==> config.mk <==
export PLATFORM = sky130hd
export DESIGN_NAME = ms_ram
export DESIGN_NICKNAME = d
export VERILOG_FILES = /design/src/hw/rtl/merge_sorter_assert.svh /design/src/hw/rtl/ms_pkg.sv /design/src/hw/rtl/ms_ram.sv
export SDC_FILE = /design/constraint.sdc
export NUM_CORES = 2
export LEC_CHECK = 0
export BUFFER_PORTS_ARGS = -buffer_cell sky130_fd_sc_hd__buf_4
export CORE_MARGIN = 4
export CORE_UTILIZATION = 50
export DETAILED_ROUTE_END_ITERATION = 10
export PLACE_DENSITY = 0.68
export SYNTH_ARGS = -nofsm -noshare
export SYNTH_HDL_FRONTEND = slang
export SYNTH_SLANG_ARGS = --single-unit
export TNS_END_PERCENT = 1
==> constraint.sdc <==
create_clock -name clk -period 3.8 [get_ports clk]
set_input_delay 0.38 -clock clk [delete_from_list [all_inputs] [get_ports clk]]
set_output_delay 0.38 -clock clk [all_outputs]
set_load 0.02 [all_outputs]
==> src/hw/rtl/merge_sorter_assert.svh <==
// assertion macros for the merge sorter
// expects signals clk and arst_n in the module that uses them
`ifndef MERGE_SORTER_ASSERT_SVH
`define MERGE_SORTER_ASSERT_SVH
`ifndef NO_ASSERTIONS
`define MS_ASSERT(label, prop) \
	label: assert property (@(posedge clk) disable iff (!arst_n) prop) \
		else $error("merge_sorter: check failed");
`define MS_ASSERT_NEVER(label, cond) \
	label: assert property (@(posedge clk) disable iff (!arst_n) !(cond)) \
		else $error("merge_sorter: forbidden condition");
`else
`define MS_ASSERT(label, prop)
`define MS_ASSERT_NEVER(label, cond)
`endif
`endif

==> src/hw/rtl/ms_pkg.sv <==
// shared types and constants for the merge sorter
// no dependencies
`timescale 1ns / 1ps

package ms_pkg;

	localparam int DATA_W           = 32;
	localparam int MAX_ELEMENTS_DEF = 64;

	typedef struct packed {
		logic signed [DATA_W-1:0] value;
		logic                     last;
	} item_t;

	typedef struct packed {
		logic signed [DATA_W-1:0] sorted_value;
		logic                     final_res;
	} result_t;

endpackage

==> src/hw/rtl/ms_ram.sv <==
// element bank: one write port, two registered write-first read ports
// depends on ms_pkg for the data width
`timescale 1ns / 1ps

module ms_ram #(
	parameter int DEPTH = ms_pkg::MAX_ELEMENTS_DEF,
	parameter int AW    = $clog2(DEPTH)
) (
	input  logic                      clk,
	input  logic                      we,
	input  logic [AW-1:0]             waddr,
	input  logic [ms_pkg::DATA_W-1:0] wdata,
	input  logic [AW-1:0]             raddr_a,
	input  logic [AW-1:0]             raddr_b,
	output logic [ms_pkg::DATA_W-1:0] rdata_a,
	output logic [ms_pkg::DATA_W-1:0] rdata_b
);
	import ms_pkg::*;

	logic [DATA_W-1:0] mem_q [DEPTH];

	// a read of the address written at the same edge returns the new data
	always_ff @(posedge clk) begin
		if (we) begin
			mem_q[waddr] <= wdata;
		end
		if (we && (waddr == raddr_a)) begin
			rdata_a <= wdata;
		end else begin
			rdata_a <= mem_q[raddr_a];
		end
		if (we && (waddr == raddr_b)) begin
			rdata_b <= wdata;
		end else begin
			rdata_b <= mem_q[raddr_b];
		end
	end

endmodule

# Word-level counts from Yosys, hierarchy flattened
# Memory sizes are Yosys's and may differ from the RTL's. A register that Yosys moved wholly into a read port is not among the register bits.
# Cells that the tools add are included.
# classes
mux	2
# op_table
op	n
two-way mux 1 bit	2
# word_totals
inputBits	52
output_inout_bits	64
elab_cells	3
ramBits	2048
memories	1
regBits	0
# memory_table
memory	words	width	read_ports	rd_ports_with_merged_regs	wr	line_no	source
mem_q	64	32	2	2	1	ms_ram.sv:20	logic [DATA_W-1:0] mem_q [DEPTH];

# Longest topological paths before layout
# depth
ltp_word	2
ltp_mapped	10
mapped_depth_nobuf	5

# Worst setup path after synthesis
# No wires, ideal clock.
# synth_timing
path_type	input-to-reg
start	in waddr[3]
end	mem mem_q[48][0] (enable)
arrival_time_ns	3.110
path_buffers	1
path_slack_ns	0.229
path_stages	4
setup_ns	0.461
t_required_ns	3.339
path_cell_list	clkbuf_1 -> nor2b_1 -> nand4b_1 -> nor3_1
# synth_rtl
element	line_no	source
start, declared	ms_ram.sv:11	input logic [AW-1:0] waddr,
end, declared	ms_ram.sv:20	
# Straight into the memory's write port.

==> out/results.tsv <==
metric	value	unit
dr.pass1.iters	6	
start_kind	register	
ys_seq_area_share	65.25	%
yosysTopAreaCell	edfxtp_1	
synth.distinct_cells	38	
drt_iter0_markers	7252	
status	finished, violations left	
synth_area_leaders	edfxtp_1 (65%), mux4_2 (27%), mux2i_1 (2.2%)	
postSynthAreaPerCell	21.70	um2
timing.final.ws_setup	-0.08294	ns
max_freq	0.2575	GHz
powerDensity	451.7	nW/um2
cp_slowest_stage_delay	0.49	ns
hp-start	wdata[30]	
portBuffers	115	
tightest_slew	1.134	ns
place_congestion	0.8348	
setup_viol	24	
fp.dieW	443.0	um
postRouteAntennaNets	0	
ys_ff_latch	2060	
synth_compound_area_share	2.419	%
hold_slack	0.06143	ns
violations	negative setup slack	
wl_met1	103700	um
post-route-period-util	102.2	%
critical_path_class	reg2out	
synth_top_family_by_area	multiplexers	
clockBufferDepth	3	
largest_reg_flops	2048	
slowest_stage	mux4_2	
worst_ep_arrival_time	3.50	ns
die_h	443.0	um
async_reset_ff_share	0	%
syn_inst	4360	
crit_chain	buf_12 > buf_12 > buf_4 > mux4_2 > mux2i_1 > a221oi_1 > buf_4 > o32a_1 > buf_4	
layout-drive-gt1-share	44.25	%
synth_xor_area_share	0	%
setup_tns	-0.8582	ns
grt_pass1_wl	407100	um
netlist_area	94620	um2
grt.total_usage	29.62	%
fillers	13170	
required	3.42	ns
yosysTopAreaCellShare	65.00	%
path_buf_inv	5	
fin_cells	7463	
core-area	188000	um2
synthMuxAreaShare	29.34	%
avgViaCountPerCell	7.104	
rsz0062_at_grt	true	
final_area	110600	um2
synthSimpleGateAreaFrac	1.145	%
maxCapViolCount	0	
cts_root_buffer	clkbuf_16	
synthAdderAreaFrac	0	%
grt_pass1_vias	53130	
leakagePower	35.07	nW
irDropWorstVdd	0.4738	mV
io_pins	116	
cts_made_buffers	210	
cts_htree_levels	4	
dp_hpwl	166100	um
min_period	3.883	ns
drc	0	
wl_met2	138900	um
fin_nets	4838	
clock_sinks	2060	
hp-class	in2reg	
maxUsedRoutingLayer	met5	
ys_warn_count	0	
cp_max_fo	6	
cp-end-kind	output pin	
cts_tree	built	
top_regs	mem_q x2048	
path_delay_family	multiplexers	
die-area	196300	um2
path_clk_slew	0.06	ns
row_count	159	
syn_to_final_growth	16.92	%
slew_viol_final	0	
initial_core_util	50.33	%
synth_edf_count	2048	
grt_overflow_total	0	
antenna_found_initial	19	
max-slew-margin-rel	24.42	%
wl_per_cell	39.15	um
grt_max_degree	65	
crit_top_cell	buf_4	
syn_nets	4412	
via_count	53020	
dr_wl_met3	34510	um
dp.cells	6946	
placed_area	101200	um2
routed_wl	292200	um
regMostFlops	mem_q	
hold_viol_final	0	
synth-main-ff-cell	edfxtp_1	
-- report_power, final --
group	internal, mW	switching (mW)	leakage [nW]
Sequential	25.1	0.113	18.5
Combinational	2.23	2.74	13.4
Clock	11.1	8.69	3.18
Total	38.4	11.5	35.1
-- what timing repair did --
| action | CTS | global route |
|---|---|---|
| setup buffers | 46 | 40 |
| hold buffers | 12 | 0 |
| gates cloned | 18 | 11 |
| pin swaps | 22 | 21 |
| endpoints found under the hold margin | 12 | 0 |
| gates resized for setup | 173 | 90 |
| setup endpoints to repair | 64 | 63 |
-- path summary, 6_finish.rpt --
check / endpoint / cells after the start / slack (ns)
min: mem_q[57][30]$_DFFE_PP_ / 1 / 0.06
max: rdata_b[20] / 9 / -0.08
-- routing by layer --
layer / vias up / global-route usage, %
met5: - / 0
met4: 12 / 13.95
met3: 688 / 7.470
met2: 3557 / 45.94
met1: 28480 / 39.86
li1: 20280 / -
-- placed cells by master, fill, tap and decap left out, drive strengths merged, types with 8 or more instances in the layout --
cell	count
clkinv	92
nand2b	8
a22oi	85
mux2	36
diode	8
dfxtp	12
nor2b	19
mux4	1124
a32oi	9
nand3	9
a221oi	13
inv	11
bufinv	11
o21ai	49
o32a	9
clkbuf	280
dlygate4sd3	12
nand2	93
mux2i	204
o211ai	27
nor2	94
o221ai	16
a21oi	58
o22ai	56
a211oi	15
buf	535
edfxtp	2048
-- synth_stat cells, types with 2 or more instances --
library cell and n:
nand2b_1 8, or2_2 3, edfxtp_1 2048, nand2_1 93, mux2_2 36, o211ai_1 27
buf_4 55, or3b_2 2, o21ai_0 18, nor2b_1 19, nand3_1 9, a21oi_1 58
a32oi_1 9, nand4_1 2, buf_1 25, mux4_2 1124, a22oi_1 85, o22ai_1 56
o221ai_1 16, nor2_1 94, dfxtp_1 12, clkbuf_1 135, o32a_1 9, and2_1 6
a221oi_1 13, buf_6 11, nor3_1 3, nand3b_1 6, o21ai_1 31, mux2i_1 204
a211oi_1 15, buf_2 121, or3_1 2
-- cell families after synthesis --
logic type             Yosys count
and+or+nand+nor                248
AOI/OAI and AO/OA              340
DFF                           2060
muxes                         1364
buffers and inverters          348
-- final cells by class --
cell class                      count  area (um2)  share of cell area, %
Timing Repair Buffer              561        7008                  6.335
Antenna cell                        8       20.02                0.01810
Clock buffer                      269        5562                  5.027
Clock inverter                    117       915.9                 0.8279
Sequential cell                  2060       61780                  55.84
Tap cell                         2495        3122                  2.822
Multi-Input combinational cell   1952       32220                  29.12
Inverter                            1       3.754               0.003393
-- per-stage QoR --
step	worst slack, ns	utilization (%)	power, mW
floorplan	0.2292	-	28.29
global placement	0.4258	53.83	30.16
detailed placement	0.4143	53.83	30.20
CTS	-0.1400	58.34	49.98
global route	-0.1336	58.84	51.41
finish	-0.08294	58.85	49.97
(Power assumes the default switching activity.)
